[config.mk]
export PLATFORM = sky130hd
export DESIGN_NAME = set_assoc_lru_cache_lookup_flat
export DESIGN_NICKNAME = d
export VERILOG_FILES = /design/src/design/slc_pkg.sv /design/src/design/slc_if.sv /design/src/design/slc_ctrl.sv /design/src/design/slc_datapath.sv /design/src/design/set_assoc_lru_cache_lookup.sv /design/src/flat_wrapper.sv
export SDC_FILE = /design/constraint.sdc
export NUM_CORES = 1
export LEC_CHECK = 0
export BUFFER_PORTS_ARGS = -buffer_cell sky130_fd_sc_hd__buf_2
export CORE_MARGIN = 5
export CORE_UTILIZATION = 55
export CTS_CLUSTER_DIAMETER = 200
export DETAILED_ROUTE_END_ITERATION = 8
export PLACE_DENSITY = 0.74
export SETUP_SLACK_MARGIN = 0.5
export SYNTH_ARGS = -nofsm -noshare
export SYNTH_HDL_FRONTEND = slang
export SYNTH_SLANG_ARGS = --single-unit
[constraint.sdc]
create_clock -name clock -period 9.4 [get_ports clock]
set_input_delay 1.88 -clock clock [delete_from_list [all_inputs] [get_ports clock]]
set_output_delay 1.88 -clock clock [all_outputs]
set_load 0.1 [all_outputs]
[src/design/slc_pkg.sv]
`default_nettype none
// ----------------------------------------------------------------------------
// slc_pkg
// Shared widths, defaults and controller/datapath handshake types for the
// set-associative LRU tag store.
// ----------------------------------------------------------------------------
package slc_pkg;

   localparam int ADDR_W             = 32;
   localparam int CFG_W              = 2;
   localparam int WAY_W              = 2;
   localparam int STAMP_W            = 32;
   localparam int BLOCKS_DEFAULT     = 4;
   localparam int ADDR_BITS_DEFAULT  = 32;
   localparam logic [CFG_W-1:0] CFG_RESET = 2'd1;

   typedef struct packed {
      logic start;
      logic issue;
      logic commit;
   } slc_cmd_type;

   typedef struct packed {
      logic scan_last;
      logic out_free;
   } slc_status_type;

endpackage

`default_nettype wire

[src/design/slc_if.sv]
`default_nettype none
// ----------------------------------------------------------------------------
// slc_if
// Valid/ready channels for lookup requests, lookup responses and the
// configuration register.
// ----------------------------------------------------------------------------
interface slc_req_if;
   logic                       valid;
   logic                       ready;
   logic [slc_pkg::ADDR_W-1:0] address;

   modport source (output valid, output address, input ready);
   modport sink   (input valid, input address, output ready);
endinterface

interface slc_rsp_if;
   logic                      valid;
   logic                      ready;
   logic                      hit;
   logic [slc_pkg::WAY_W-1:0] way_index;

   modport source (output valid, output hit, output way_index, input ready);
   modport sink   (input valid, input hit, input way_index, output ready);
endinterface

interface slc_csr_if;
   logic                      valid;
   logic                      ready;
   logic [slc_pkg::CFG_W-1:0] data;

   modport source (output valid, output data, input ready);
   modport sink   (input valid, input data, output ready);
endinterface

`default_nettype wire

[src/design/slc_ctrl.sv]
`default_nettype none
// ----------------------------------------------------------------------------
// slc_ctrl
// Sequencer: accepts a request, walks the ways of its set, then commits the
// update and the response.
// ----------------------------------------------------------------------------
module slc_ctrl (
   input  wire                     clock,
   input  wire                     reset,
   input  wire                     req_valid,
   output logic                    req_ready,
   input  wire slc_pkg::slc_status_type status,
   output slc_pkg::slc_cmd_type    cmd
);
   import slc_pkg::*;

   typedef enum logic [3:0] {
      ST_IDLE   = 4'b0001,
      ST_SCAN   = 4'b0010,
      ST_WAIT   = 4'b0100,
      ST_FINISH = 4'b1000
   } slc_state_type;

   slc_state_type state_ff, state_in;

   always_comb begin
      state_in   = state_ff;
      cmd        = '0;
      req_ready  = 1'b0;
      case (state_ff)
         ST_IDLE: begin
            req_ready = 1'b1;
            if (req_valid) begin
               cmd.start = 1'b1;
               state_in  = ST_SCAN;
            end
         end
         ST_SCAN: begin
            cmd.issue = 1'b1;
            if (status.scan_last) begin
               state_in = ST_WAIT;
            end
         end
         ST_WAIT: begin
            state_in = ST_FINISH;
         end
         ST_FINISH: begin
            if (status.out_free) begin
               cmd.commit = 1'b1;
               state_in   = ST_IDLE;
            end
         end
         default: begin
            state_in = ST_IDLE;
         end
      endcase
   end

   always_ff @(posedge clock) begin
      if (reset) begin
         state_ff <= ST_IDLE;
      end else begin
         state_ff <= state_in;
      end
   end

   a_scan_ends: assert property (@(posedge clock) disable iff (reset)
      (state_ff == ST_SCAN && status.scan_last) |=> state_ff == ST_WAIT)
      else $error("scan did not end after last way");

   a_wait_one: assert property (@(posedge clock) disable iff (reset)
      state_ff == ST_WAIT |=> state_ff == ST_FINISH)
      else $error("compare cycle not followed by finish");

endmodule

`default_nettype wire

[src/design/slc_datapath.sv]
`default_nettype none
// ----------------------------------------------------------------------------
// slc_datapath
// Tag/stamp memories, valid bits, access counter, way search and response
// register.
// ----------------------------------------------------------------------------
module slc_datapath #(
   parameter int BLOCKS    = slc_pkg::BLOCKS_DEFAULT,
   parameter int ADDR_BITS = slc_pkg::ADDR_BITS_DEFAULT
) (
   input  wire                           clock,
   input  wire                           reset,
   input  wire slc_pkg::slc_cmd_type     cmd,
   output slc_pkg::slc_status_type       status,
   input  wire  [slc_pkg::ADDR_W-1:0]    req_address,
   input  wire                           csr_write,
   input  wire  [slc_pkg::CFG_W-1:0]     csr_data,
   output logic                          rsp_valid,
   input  wire                           rsp_ready,
   output logic                          rsp_hit,
   output logic [slc_pkg::WAY_W-1:0]     rsp_way_index
);
   import slc_pkg::*;

   localparam int TAG_W  = (ADDR_BITS < ADDR_W) ? ADDR_BITS : ADDR_W;
   localparam int SLOT_W = (BLOCKS > 1) ? $clog2(BLOCKS) : 1;
   localparam int CNT_W  = $clog2(BLOCKS + 1);

   function automatic logic [CFG_W-1:0] eff_log2(input logic [CFG_W-1:0] lg);
      logic [CFG_W-1:0] l;
      l = lg;
      for (int k = 0; k < 3; k++) begin
         if (l != '0 && (32'd1 << l) > BLOCKS) begin
            l = l - 1'b1;
         end
      end
      return l;
   endfunction

   logic [TAG_W-1:0]   tag_mem   [BLOCKS];
   logic [STAMP_W-1:0] stamp_mem [BLOCKS];

   logic [CFG_W-1:0]   cfg_lg_ff;
   logic [BLOCKS-1:0]  valid_ff;
   logic [STAMP_W-1:0] counter_ff;

   logic [TAG_W-1:0]   addr_ff;
   logic [SLOT_W-1:0]  base_ff;
   logic [SLOT_W-1:0]  last_idx_ff;
   logic [SLOT_W-1:0]  idx_ff;

   logic               rd_live_ff;
   logic               rd_first_ff;
   logic [SLOT_W-1:0]  rd_slot_ff;
   logic [TAG_W-1:0]   rd_tag_ff;
   logic [STAMP_W-1:0] rd_stamp_ff;

   logic               hit_found_ff;
   logic [SLOT_W-1:0]  hit_slot_ff;
   logic               inv_found_ff;
   logic [SLOT_W-1:0]  inv_slot_ff;
   logic [STAMP_W-1:0] min_stamp_ff;
   logic [SLOT_W-1:0]  min_slot_ff;

   logic               rsp_valid_ff;
   logic               rsp_hit_ff;
   logic [WAY_W-1:0]   rsp_way_ff;

   logic [CFG_W-1:0]   lg_eff;
   logic [CNT_W-1:0]   ways;
   logic [2:0]         set_sel;
   logic [SLOT_W-1:0]  base_in;
   logic [SLOT_W-1:0]  rd_addr;
   logic               rd_valid;
   logic [SLOT_W-1:0]  sel_slot;

   always_comb begin
      lg_eff  = eff_log2(cfg_lg_ff);
      ways    = CNT_W'(BLOCKS) >> lg_eff;
      set_sel = req_address[2:0] & 3'((4'd1 << lg_eff) - 4'd1);
      base_in = SLOT_W'(set_sel * ways);
      rd_addr = base_ff + idx_ff;
      rd_valid = valid_ff[rd_slot_ff];
      if (hit_found_ff) begin
         sel_slot = hit_slot_ff;
      end else if (inv_found_ff) begin
         sel_slot = inv_slot_ff;
      end else begin
         sel_slot = min_slot_ff;
      end
   end

   assign status = '{scan_last: (idx_ff == last_idx_ff),
                     out_free:  (!rsp_valid_ff || rsp_ready)};

   // configuration, valid bits, counter, search flags, response valid
   always_ff @(posedge clock) begin
      if (reset) begin
         cfg_lg_ff    <= CFG_RESET;
         valid_ff     <= '0;
         counter_ff   <= STAMP_W'(1);
         rd_live_ff   <= 1'b0;
         hit_found_ff <= 1'b0;
         inv_found_ff <= 1'b0;
         rsp_valid_ff <= 1'b0;
      end else begin
         if (csr_write) begin
            cfg_lg_ff <= csr_data;
         end
         rd_live_ff <= cmd.issue;
         if (cmd.start) begin
            hit_found_ff <= 1'b0;
            inv_found_ff <= 1'b0;
         end else if (rd_live_ff) begin
            if (rd_valid && rd_tag_ff == addr_ff) begin
               hit_found_ff <= 1'b1;
            end
            if (!rd_valid) begin
               inv_found_ff <= 1'b1;
            end
         end
         if (cmd.commit) begin
            valid_ff[sel_slot] <= 1'b1;
            counter_ff         <= counter_ff + 1'b1;
            rsp_valid_ff       <= 1'b1;
         end else if (rsp_ready) begin
            rsp_valid_ff <= 1'b0;
         end
      end
   end

   // request context, scan pointer, search results, response fields
   always_ff @(posedge clock) begin
      if (cmd.start) begin
         addr_ff     <= req_address[TAG_W-1:0];
         base_ff     <= base_in;
         last_idx_ff <= SLOT_W'(ways - 1'b1);
         idx_ff      <= '0;
      end else if (cmd.issue) begin
         idx_ff <= idx_ff + 1'b1;
      end
      if (cmd.issue) begin
         rd_slot_ff  <= rd_addr;
         rd_first_ff <= (idx_ff == '0);
      end
      if (rd_live_ff) begin
         if (rd_valid && rd_tag_ff == addr_ff && !hit_found_ff) begin
            hit_slot_ff <= rd_slot_ff;
         end
         if (!rd_valid && !inv_found_ff) begin
            inv_slot_ff <= rd_slot_ff;
         end
         if (rd_first_ff || rd_stamp_ff < min_stamp_ff) begin
            min_stamp_ff <= rd_stamp_ff;
            min_slot_ff  <= rd_slot_ff;
         end
      end
      if (cmd.commit) begin
         rsp_hit_ff <= hit_found_ff;
         rsp_way_ff <= WAY_W'(sel_slot);
      end
   end

   // tag and stamp memories: one read, one write port
   always_ff @(posedge clock) begin
      if (cmd.issue) begin
         rd_tag_ff   <= tag_mem[rd_addr];
         rd_stamp_ff <= stamp_mem[rd_addr];
      end
      if (cmd.commit) begin
         tag_mem[sel_slot]   <= addr_ff;
         stamp_mem[sel_slot] <= counter_ff;
      end
   end

   assign rsp_valid     = rsp_valid_ff;
   assign rsp_hit       = rsp_hit_ff;
   assign rsp_way_index = rsp_way_ff;

   a_commit_fills: assert property (@(posedge clock) disable iff (reset)
      cmd.commit |=> rsp_valid_ff && valid_ff[$past(sel_slot)])
      else $error("committed slot not valid or response missing");

   a_hit_valid: assert property (@(posedge clock) disable iff (reset)
      (cmd.commit && hit_found_ff) |-> valid_ff[hit_slot_ff])
      else $error("hit reported on an empty slot");

endmodule

`default_nettype wire

[src/design/set_assoc_lru_cache_lookup.sv]
`default_nettype none
// ----------------------------------------------------------------------------
// set_assoc_lru_cache_lookup
// Set-associative tag store with least-recently-used replacement.
// ----------------------------------------------------------------------------
// Each request transfer carries one block address; each response transfer
// returns the hit flag and the slot that was hit or filled. The set is the
// address modulo 2^set_count_log2 (lowered until the set count fits BLOCKS),
// each set holding BLOCKS >> log2 consecutive slots. The ways of the set are
// read one per cycle through the single read port of the tag/stamp memory,
// so a request passes through accept, one read per way, a compare step and
// commit; the reset configuration gives 2 sets over 4 slots, i.e. 2 ways.
// A finished response is held in an output register; the next request is
// taken while it waits. Slot contents and stamps survive a configuration
// write, which must only happen while the block is idle.
// ----------------------------------------------------------------------------
module set_assoc_lru_cache_lookup #(
   parameter int BLOCKS    = slc_pkg::BLOCKS_DEFAULT,
   parameter int ADDR_BITS = slc_pkg::ADDR_BITS_DEFAULT
) (
   input  wire       clock,
   input  wire       reset,
   slc_req_if.sink   req_ch,
   slc_rsp_if.source rsp_ch,
   slc_csr_if.sink   csr_ch
);
   import slc_pkg::*;

   slc_cmd_type    cmd;
   slc_status_type status;
   logic           req_ready;

   assign req_ch.ready = req_ready;
   assign csr_ch.ready = 1'b1;

   slc_ctrl u_ctrl (
      .clock     (clock),
      .reset     (reset),
      .req_valid (req_ch.valid),
      .req_ready (req_ready),
      .status    (status),
      .cmd       (cmd)
   );

   slc_datapath #(
      .BLOCKS    (BLOCKS),
      .ADDR_BITS (ADDR_BITS)
   ) u_datapath (
      .clock         (clock),
      .reset         (reset),
      .cmd           (cmd),
      .status        (status),
      .req_address   (req_ch.address),
      .csr_write     (csr_ch.valid),
      .csr_data      (csr_ch.data),
      .rsp_valid     (rsp_ch.valid),
      .rsp_ready     (rsp_ch.ready),
      .rsp_hit       (rsp_ch.hit),
      .rsp_way_index (rsp_ch.way_index)
   );

endmodule

`default_nettype wire
[src/flat_wrapper.sv]
// flat-port wrapper written by rule: the top's interface ports become plain ports
module set_assoc_lru_cache_lookup_flat import slc_pkg::*;
#(
   parameter int BLOCKS    = slc_pkg::BLOCKS_DEFAULT,
   parameter int ADDR_BITS = slc_pkg::ADDR_BITS_DEFAULT
)
  (clock, reset, req_ch_valid, req_ch_address, req_ch_ready, rsp_ch_valid, rsp_ch_hit, rsp_ch_way_index, rsp_ch_ready, csr_ch_valid, csr_ch_data, csr_ch_ready);
  slc_req_if req_ch_i ();
  slc_rsp_if rsp_ch_i ();
  slc_csr_if csr_ch_i ();
  input  wire clock;
  input  wire reset;
  input wire logic [$bits(req_ch_i.valid)-1:0] req_ch_valid;
  input wire logic [$bits(req_ch_i.address)-1:0] req_ch_address;
  output wire logic [$bits(req_ch_i.ready)-1:0] req_ch_ready;
  output wire logic [$bits(rsp_ch_i.valid)-1:0] rsp_ch_valid;
  output wire logic [$bits(rsp_ch_i.hit)-1:0] rsp_ch_hit;
  output wire logic [$bits(rsp_ch_i.way_index)-1:0] rsp_ch_way_index;
  input wire logic [$bits(rsp_ch_i.ready)-1:0] rsp_ch_ready;
  input wire logic [$bits(csr_ch_i.valid)-1:0] csr_ch_valid;
  input wire logic [$bits(csr_ch_i.data)-1:0] csr_ch_data;
  output wire logic [$bits(csr_ch_i.ready)-1:0] csr_ch_ready;
  assign req_ch_i.valid = req_ch_valid;
  assign req_ch_i.address = req_ch_address;
  assign req_ch_ready = req_ch_i.ready;
  assign rsp_ch_valid = rsp_ch_i.valid;
  assign rsp_ch_hit = rsp_ch_i.hit;
  assign rsp_ch_way_index = rsp_ch_i.way_index;
  assign rsp_ch_i.ready = rsp_ch_ready;
  assign csr_ch_i.valid = csr_ch_valid;
  assign csr_ch_i.data = csr_ch_data;
  assign csr_ch_ready = csr_ch_i.ready;
  set_assoc_lru_cache_lookup #(.BLOCKS(BLOCKS), .ADDR_BITS(ADDR_BITS)) u_core (.clock(clock), .reset(reset), .req_ch(req_ch_i), .rsp_ch(rsp_ch_i), .csr_ch(csr_ch_i));
endmodule
Yosys cells after proc, flatten, opt, wreduce, memory -nomap -nowiden

Memories as Yosys holds them, arrays and structs flattened. A register that Yosys moved wholly into a read port is not among the register bits.
Index checks and enable logic that the tools add are counted.

Bits in registers: 128
Output and inout port bits: 6
Bits in writable memories: 256
Input port bits: 39
Memories: 2
Word-level logic and storage cells: 103

Order comparisons: 7
Bitwise logic cells: 3
Equality and inequality tests: 9
Reductions and logical operators: 25
$mul: 1
Shift-type cells: 5
Muxes and demuxes: 23
Add/sub/neg operators: 8

Memory list:

| memory                      | depth | bits a word | read ports | clocked after Yosys merged registers in | wr ports | RTL line           | RTL |
|---|---|---|---|---|---|---|---|
| u_core.u_datapath.stamp_mem | 4     | 32          | 1          | 1                                       | 1        | slc_datapath.sv:41 | `logic [STAMP_W-1:0] stamp_mem [BLOCKS];` |
| u_core.u_datapath.tag_mem   | 4     | 32          | 1          | 1                                       | 1        | slc_datapath.sv:40 | `logic [TAG_W-1:0] tag_mem [BLOCKS];` |

Operators by type and width:

| operator                                                                          | count |
|---|---|
| 32-bit by 3-bit greater-than comparator with 1-bit output (second input constant) | 3 |
| 1-bit by 2-bit << shifter with 32-bit output (first input constant)               | 3 |
| 32-bit by 1-bit adder with 32-bit output (second input constant)                  | 1 |
| 32-bit equality test                                                              | 1 |
| 32-bit < comparator                                                               | 1 |
| 4-bit one-hot mux with 4 select lines                                             | 1 |
| 1-bit 2-to-1 mux                                                                  | 12 |
| 4-bit 2-to-1 mux                                                                  | 3 |
| 2-bit 2-to-1 mux                                                                  | 5 |
| 2-bit AND reduction                                                               | 5 |
| 2-bit nonzero test                                                                | 4 |
| 2-bit by 1-bit subtractor with 2-bit output (second input constant)               | 4 |
| 1-bit logical AND                                                                 | 7 |
| 2-bit by 3-bit < comparator with 1-bit output (second input constant)             | 2 |
| 4-bit by 1-bit equality test with 1-bit output (second input constant)            | 1 |
| 4-bit by 2-bit equality test with 1-bit output (second input constant)            | 1 |
| 4-bit by 3-bit equality test with 1-bit output (second input constant)            | 1 |
| 4-bit equality test (second input constant)                                       | 1 |
| 1-bit zero test                                                                   | 4 |
| 2-bit by 1-bit inequality test with 1-bit output (second input constant)          | 2 |
| 4-bit OR                                                                          | 1 |
| 3-bit AND                                                                         | 1 |
| 3-bit by 3-bit multiplier with 2-bit output                                       | 1 |
| 3-bit AND reduction                                                               | 1 |
| other kinds (14)                                                                  | 15 |

Depth between registers and ports, before layout

Gate-level depths: netlist (run 1).

Word-level depth: 16
Depth in mapped cells: 7
Gate-level depth less buffers: 7

By module

From an unflattened synthesis (run 1), not the netlist that was laid out.

Cell total of the unflattened synthesis: 891
Area total of the unflattened synthesis: 17010.1 µm²

By module, submodules not included:

| module                     | area each (µm²) | times used | sequential area each (µm²) | cells an instance |
|---|---|---|---|---|
| slc_datapath               | 16783.6         | 1          | 12892.4                    | 864 |
| slc_ctrl                   | 215.2           | 1          | 80.1                       | 25 |
| set_assoc_lru_cache_lookup | 11.3            | 1          | 0.0                        | 2 |

Worst setup path before layout (run 1)

OpenSTA, ideal clock, no wires.

Path kind: register to register
Start: reg u_core.u_ctrl.state_ff[1]
End: reg u_core.u_ctrl.state_ff[0]
Required time: 8962 ps
Arrival time: 9628 ps
Period minus slack after synthesis: 10066 ps
Path slack: -666 ps
Stages on the path, launching flop included: 5
Buffers on the path: 0
Library setup time: 438 ps
Cell sequence: dfxtp_1 -> nor4b_1 -> o21ai_0 -> nand4_1 -> o31ai_1

Longest elaborated chain between the ends: 3
Elaborated cells on any way between the ends: 9
Classes of those cells: eq/ne (7); mux (1); reduce/logical (1)

Ends and longest elaborated chain:

| what                                                                                                       | RTL line       | RTL |
|---|---|---|
| start: declaration                                                                                         | slc_ctrl.sv:24 | `slc_state_type state_ff, state_in;` |
| start signal: assignment                                                                                   | slc_ctrl.sv:63 | `state_ff <= state_in;` |
| 4-bit by 2-bit equality test with 1-bit output, or another cell as far along                               | slc_ctrl.sv:30 | `case (state_ff)` |
| 2-bit by 1-bit inequality test with 1-bit output (no source line) or 2-bit inequality test (tied branches) | --             |  |
| 3-bit AND reduction (no source line)                                                                       | --             |  |

Several ways; a longest one is shown, not always the timed one.
A chain may end at the register's enable or synchronous reset.

Worst setup path in the final report (run 1)

Start: reg u_core.u_ctrl.state_ff[0]
End: out req_ch_ready

Longest elaborated chain between the ends: 2

Ends and longest elaborated chain:

| what                                           | RTL line           | RTL |
|---|---|---|
| 4-bit by 1-bit equality test with 1-bit output | slc_ctrl.sv:30     |  |
| 1-bit 2-to-1 mux                               | slc_ctrl.sv:30     |  |
| end: declaration                               | flat_wrapper.sv:15 | `output wire logic [$bits(req_ch_i.ready)-1:0] req_ch_ready;` |

Every way passes these cells.

==> impl_metrics.env, run 1 <==
export IMPL_cp_depth=2
export IMPL_worst_path_largest_cell_delay_ps=590
export IMPL_place_port_buffers=43
export IMPL_route_vias_total=8018
export IMPL_dp_hpwl_um=16400
export IMPL_max_cap_violations=0
export IMPL_timing_hold_worst_path_depth=0
export IMPL_post_cts_setup_buffer_count=0
export IMPL_synth_seq_area_share_pct=76.8
export IMPL_setup_tns_final_ps=0
export IMPL_worst_setup_hold_path_clk_slew_ps=60
export IMPL_critical_path_class="reg2out"
export IMPL_cp_buffers_inverters=1
export IMPL_ys_dominant_reg_cell="edfxtp_1"
export IMPL_cp_top_family="simple AND/OR/NAND/NOR gates"
export IMPL_instances_no_fill=1404
export IMPL_die_h_um=185
export IMPL_synth_ff_latch_count=448
export IMPL_worst_setup_timing_slack_at_the_placement_stage_ps=5050
export IMPL_pwr_density_cell_nw_per_um2=231
export IMPL_die_w_um=185
export IMPL_startpoint_type="register"
export IMPL_ys_types=45
export IMPL_nets=1048
export IMPL_maximum_clock_skew_at_final_layout_ps=12.5
export IMPL_cts_buffers_inserted=44
export IMPL_grt_pass1_vias=8434
export IMPL_grt_setup_unrepaired="false"
export IMPL_antenna_diode_count=0
export IMPL_setup_worst_path_end_class="output port"
export IMPL_worstReg2RegStart="u_core.u_ctrl.state_ff[3]"
export IMPL_dpl_cell_area_um2=17600
export IMPL_critPathRequiredTime_ps=7520
export IMPL_worst_hold_slack_ps=452
export IMPL_tritoncts_clock_tree="built"
export IMPL_core_area_um2=30400
export IMPL_rr_endpoint="u_core.u_datapath.stamp_mem[2][18]"
export IMPL_1st_pass_router_iterations=5
export IMPL_root_buffer="clkbuf_16"
export IMPL_asyncSetResetFlopFracSynth_pct=0
export IMPL_run_status="completed"
export IMPL_design_area_um2=19000
export IMPL_grt_antenna_before_repair=0
export IMPL_area_delta_synth_final_pct=12.4
export IMPL_min_path_type="reg2reg"
export IMPL_r2r_cells=5
export IMPL_final_period_utilization_pct=42.6
export IMPL_worstSkewPairLatency_ps=540
export IMPL_finalWorstSetupSlack_ps=5400
export IMPL_drt_antenna_violating_nets=0
export IMPL_vdd_ir_drop_worst_mv=0.192
export IMPL_crit_path_cell_trace="nor4b_1 > buf_2"
export IMPL_syn_mean_instance_area_um2=18.8
export IMPL_ctsHtreeMaxLevel=2
export IMPL_synthCells=900
export IMPL_max_clock_freq_ghz=0.250
export IMPL_leakage_uw=0.00629
export IMPL_synthesis_area_um2=16900
export IMPL_top_level_i_o_count=45
export IMPL_dp_cells=1325
export IMPL_grtUsageTotal_pct=17.3
export IMPL_cts_resized=0
export IMPL_drc=0
export IMPL_final_layout_size_suffix_gt1_share_pct=19.3
export IMPL_gr_total_overflow=0
export IMPL_drt_wirelength_per_cell_um=20.4
export IMPL_clock_sinks=448
export IMPL_max_clock_path_buffers=3
export IMPL_holdCritStartpoint="u_core.u_datapath.rd_stamp_ff[0]"
export IMPL_syn_nets=973
export IMPL_design_die_area_um2=34300
export IMPL_worst_pin_slew_ps=1070
export IMPL_holdBufCountCts=0
export IMPL_maximum_number_of_pins_on_one_net_before_global_route_repair=66
export IMPL_gp_congestion=0.724
export IMPL_grt_pass1_wl_um=46200
export IMPL_relSlewSlack_pct=28.4
export IMPL_drv_slew=0
export IMPL_critPathArrivalTime_ps=2120
export IMPL_synthesis_yosys_warnings=0
export IMPL_drt_iter0_markers=525
export IMPL_final_hold_violations=0
export IMPL_fp_row_count=64
export IMPL_r2r_setup_slack_ps=6200
export IMPL_min_to="u_core.u_datapath.min_stamp_ff[0]"
export IMPL_starting_density_pct=55.5
export IMPL_cp_slowest_cell="nor4b_1"
export IMPL_cp_max_fo=5
export IMPL_wl_um=28600
export IMPL_final_period_minus_worst_setup_slack_ps=4000
export IMPL_vias_per_cell=5.71
export IMPL_setup_viol=0
export IMPL_synth_enable_flop_cells=400
## metal layers
metal / up-vias / track usage, % / wire length (um)
li1: 3675 / - / -
met1: 4127 / 24.2 / 12600
met2: 168 / 28.8 / 14100
met3: 48 / 3.06 / 1350
met4: 0 / 4.61 / 591
met5: - / 0 / 0
## cells in the mapped netlist, types with 3 or more instances
cell / number / share of area, %
a21o_1: 3 / 0.13
a21oi_1: 25 / 0.74
a31o_2: 3 / 0.16
and3_1: 5 / 0.19
and4_1: 6 / 0.31
buf_1: 6 / 0.13
clkbuf_1: 16 / 0.36
dfxtp_1: 48 / 5.7
edfxtp_1: 400 / 71
ha_1: 34 / 2.5
inv_1: 48 / 1.1
mux2i_1: 3 / 0.18
mux4_2: 65 / 8.7
nand2_1: 28 / 0.62
nand2b_1: 5 / 0.19
nand3_1: 13 / 0.39
nand4_1: 13 / 0.48
nor2_1: 40 / 0.89
nor2b_1: 4 / 0.15
nor3_1: 12 / 0.36
nor4_1: 16 / 0.59
nor4b_1: 3 / 0.16
o21a_1: 4 / 0.18
o21ai_0: 13 / 0.39
or3_1: 7 / 0.26
xnor2_1: 22 / 1.1
xor2_1: 36 / 1.9
## final cells by class
type	instances	area [um2]
Sequential cell	448	13000
Clock inverter	18	126
Inverter	48	180
Tap cell	396	495
Multi-Input combinational cell	380	3710
Fill cell	2127	11400
Timing Repair Buffer	53	290
Clock buffer	61	1220
## cells in the final DEF (no fill, tap or decap), types with 21 or more instances in the layout
master,count
edfxtp_1,400
mux4_2,65
dfxtp_1,48
inv_1,47
clkbuf_16,44
buf_2,43
nor2_1,40
xor2_1,36
ha_1,33
nand2_1,28
a21oi_1,25
xnor2_1,21
## power breakdown
group	switching, uW	internal [uW]	leakage, uW	total, uW
Combinational	229	219	0.00161	448
Sequential	49.2	2280	0.00402	2320
Clock	701	916	0.000658	1620
## registers in the layout, indices dropped and copies added (netlist names), 4 cells and up
name / flops
u_core.u_ctrl.state_ff: 4
u_core.u_datapath.addr_ff: 32
u_core.u_datapath.counter_ff: 32
u_core.u_datapath.min_stamp_ff: 32
u_core.u_datapath.rd_stamp_ff: 32
u_core.u_datapath.rd_tag_ff: 32
u_core.u_datapath.stamp_mem: 128
u_core.u_datapath.tag_mem: 128
u_core.u_datapath.valid_ff: 4
## worst register-to-register path, cell delays in order, from the launching register on
cell	delay, ps
dfxtp_1	420
nor4b_1	460
nand2_1	300
inv_1	270
and3_2	740
buf_4	630
## worst max path at each step
stage / start / to / slack, ps
after global routing: u_core.u_ctrl.state_ff[0] / req_ch_ready / 5250
after floorplan: rsp_ch_ready / u_core.u_datapath.stamp_mem[1][0] / 2230
final: u_core.u_ctrl.state_ff[0] / req_ch_ready / 5400
after detailed placement: rsp_ch_ready / u_core.u_datapath.tag_mem[2][10] / 5050
after global placement: rsp_ch_ready / u_core.u_datapath.tag_mem[2][10] / 5130
after CTS: u_core.u_ctrl.state_ff[0] / req_ch_ready / 5370
## logic make-up after synthesis
| family | count (synthesis) | synth area share [%] |
|---|---|---|
| flip-flops | 448 | 76.8 |
| AND/OR/NAND/NOR | 162 | 5.18 |
| buffers and inverters | 72 | 1.63 |
| multiplexers | 68 | 8.84 |
| XOR/XNOR | 58 | 3.01 |
| AO/OA/AOI/OAI | 57 | 2.03 |
| adder cells (fa/ha/maj) | 34 | 2.52 |
| other | 1 | 0.0222 |
## per-stage QoR
| step | util (%) | power (uW) |
|---|---|---|
| floorplan | - | 2710 |
| detailed placement | 58.0 | 2830 |
| finish | 62.4 | 4390 |
| global route | 62.4 | 4570 |
| CTS | 62.4 | 4440 |
| global placement | 58.0 | 2810 |
(Power assumes the default switching activity.)
==> run 2: changes to the inputs <==
PLACE_DENSITY = 0.72   (was 0.74)
clock period = 3.8 ns   (was 9.4 ns; I/O delays follow)
==> run 2 against run 1 <==
  * Sequential power is 150% higher
  * Wire length is 1.6% higher
  * Clock power grew to 2.6 times the previous value
  * Clock skew is 11 ps higher
==> impl_metrics.env, run 2 (same netlist as run 1, synthesis figures left out) <==
export IMPL_run_status="completed"
export IMPL_worst_path_largest_cell_delay_ps=790
export IMPL_max_clock_freq_ghz=0.376
export IMPL_r2r_cells=5
export IMPL_setup_viol=0
export IMPL_critical_path_class="reg2reg"
export IMPL_layout_commonest_cell="edfxtp_1"
export IMPL_drt_wirelength_per_cell_um=20.6
export IMPL_cts_resized=0
export IMPL_grt_busiest_layer="met2"
export IMPL_final_util_pct=63.0
export IMPL_top_level_i_o_count=45
export IMPL_worst_pin_slew_ps=976
export IMPL_max_cap_violations=0
export IMPL_final_period_minus_worst_setup_slack_ps=2660
export IMPL_final_hold_violations=0
export IMPL_cp_top_family="simple AND/OR/NAND/NOR gates"
export IMPL_gr_usage_met2_pct=28.0
export IMPL_worst_setup_hold_path_clk_slew_ps=60
export IMPL_place_port_buffers=43
export IMPL_drv_slew=0
export IMPL_pwr_density_cell_nw_per_um2=579
export IMPL_maximum_clock_skew_at_final_layout_ps=23.3
export IMPL_final_cell_mix="400 x edfxtp_1, 65 x mux4_2, 47 x inv_1, 46 x dfxtp_1"
export IMPL_critPathRequiredTime_ps=4180
export IMPL_grtUsageTotal_pct=17.8
export IMPL_cp_buffers_inverters=0
export IMPL_post_cts_setup_buffer_count=0
export IMPL_grt_setup_unrepaired="false"
export IMPL_groute_layer_met3_usage_pct=2.73
export IMPL_nets=1056
export IMPL_cp_slowest_cell="or4_1"
export IMPL_relSlewSlack_pct=34.9
export IMPL_root_buffer="clkbuf_16"
export IMPL_grt_pass1_wl_um=46700
export IMPL_cp_depth=5
export IMPL_worstSkewPairLatency_ps=540
export IMPL_dp_hpwl_um=18000
export IMPL_instances_no_fill=1413
export IMPL_fp_row_count=64
export IMPL_tritoncts_clock_tree="built"
export IMPL_gr_total_overflow=0
export IMPL_setup_worst_path_end_class="register"
export IMPL_die_h_um=185
export IMPL_final_period_utilization_pct=70.1
export IMPL_gp_congestion=0.780
export IMPL_nFillCells=2042
export IMPL_drc=0
export IMPL_cp_max_fo=11
export IMPL_route_vias_total=7960
export IMPL_dp_cells=1334
export IMPL_vias_per_cell=5.63
export IMPL_drt_iter0_markers=692
export IMPL_grt_pass1_vias=8258
export IMPL_area_delta_synth_final_pct=13.4
export IMPL_leakage_uw=0.00639
export IMPL_multi_input_logic_area_um2=3740
export IMPL_min_path_type="in2reg"
export IMPL_holdBufCountCts=0
export IMPL_design_die_area_um2=34300
export IMPL_clock_sinks=448
export IMPL_vdd_ir_drop_worst_mv=0.436
export IMPL_drt_antenna_violating_nets=0
export IMPL_grt_antenna_before_repair=1
export IMPL_maximum_number_of_pins_on_one_net_before_global_route_repair=45
export IMPL_reg_largest_list="u_core.u_datapath.stamp_mem: 128 flops, u_core.u_datapath.tag_mem: 128 flops"
export IMPL_grt_util_met1_pct=26.5
export IMPL_core_area_um2=30400
export IMPL_die_w_um=185
export IMPL_antenna_diode_count=0
export IMPL_cts_buffers_inserted=43
export IMPL_crit_path_cell_trace="or4b_4 > or4_1 > nor4_4 > a31o_2 > a21oi_1"
export IMPL_ctsHtreeMaxLevel=2
export IMPL_wl_um=29100
export IMPL_timing_hold_worst_path_depth=1
export IMPL_sequential_cell_area_um2=13000
export IMPL_startpoint_type="register"
export IMPL_max_clock_path_buffers=3
export IMPL_starting_density_pct=55.5
export IMPL_critPathArrivalTime_ps=3040
export IMPL_1st_pass_router_iterations=5
export IMPL_final_layout_size_suffix_gt1_share_pct=20.5
[run 2: cell count changes in the layout (fill, tap and decap cells not counted), sizes merged]
| cell | previous run | this run |
|---|---|---|
| clkinvlp | 1 | 0 |
| bufinv | 0 | 4 |
| buf | 53 | 62 |
| clkbuf | 61 | 57 |
| inv | 48 | 49 |
[run 2: worst reg2reg max path, delay by kind of cell (launching register included)]
kind,cells,cell delay (ps)
AND/OR/NAND/NOR,3,1880
flip-flops,1,360
AO/OA/AOI/OAI,2,270
[run 2: final timing paths]
check / startpoint / slack [ps] / to
setup / recovery: u_core.u_ctrl.state_ff[0] / 1140 / u_core.u_datapath.counter_ff[29]
hold / removal: req_ch_address[18] / 390 / u_core.u_datapath.addr_ff[18]
setup reg to reg: u_core.u_ctrl.state_ff[0] / 1140 / u_core.u_datapath.counter_ff[29]
hold reg to reg: u_core.u_datapath.rd_stamp_ff[0] / 450 / u_core.u_datapath.min_stamp_ff[0]
[run 2: power breakdown]
| group | internal, uW | total (uW) | switching, uW |
|---|---|---|---|
| clock | 2440 | 4180 | 1740 |
| combinational | 564 | 1170 | 603 |
| sequential | 5630 | 5750 | 126 |
| total | 8630 | 11100 | 2470 |
[run 2: cell type report]
type	instances	share of cell area, %
Sequential cell	448	67.7
Multi-Input combinational cell	380	19.5
Clock buffer	57	6.04
Tap cell	396	2.59
Timing Repair Buffer	62	1.93
Clock inverter	22	1.31
Inverter	48	0.940
[run 2: metal layers]
metal | wire length (um) | vias up
met4 | 546 | 0
li1 | - | 3689
met3 | 1390 | 44
met2 | 13700 | 187
met5 | 0 | -
met1 | 13400 | 4040
[run 2: per-stage QoR]
stage          power (uW)  TNS (ps)  cell area [um2]  hold slack [ps]  worst slack [ps]
3_3_place_gp         7020         0            17800              437              1120
5_1_grt             11500         0            19200              367               999
2_1_floorplan        6700    -35760            16900              417              -278
3_5_place_dp         7050         0            17800              438              1080
6_report            11100         0            19200              390              1140
4_1_cts             11200         0            19200              373              1130
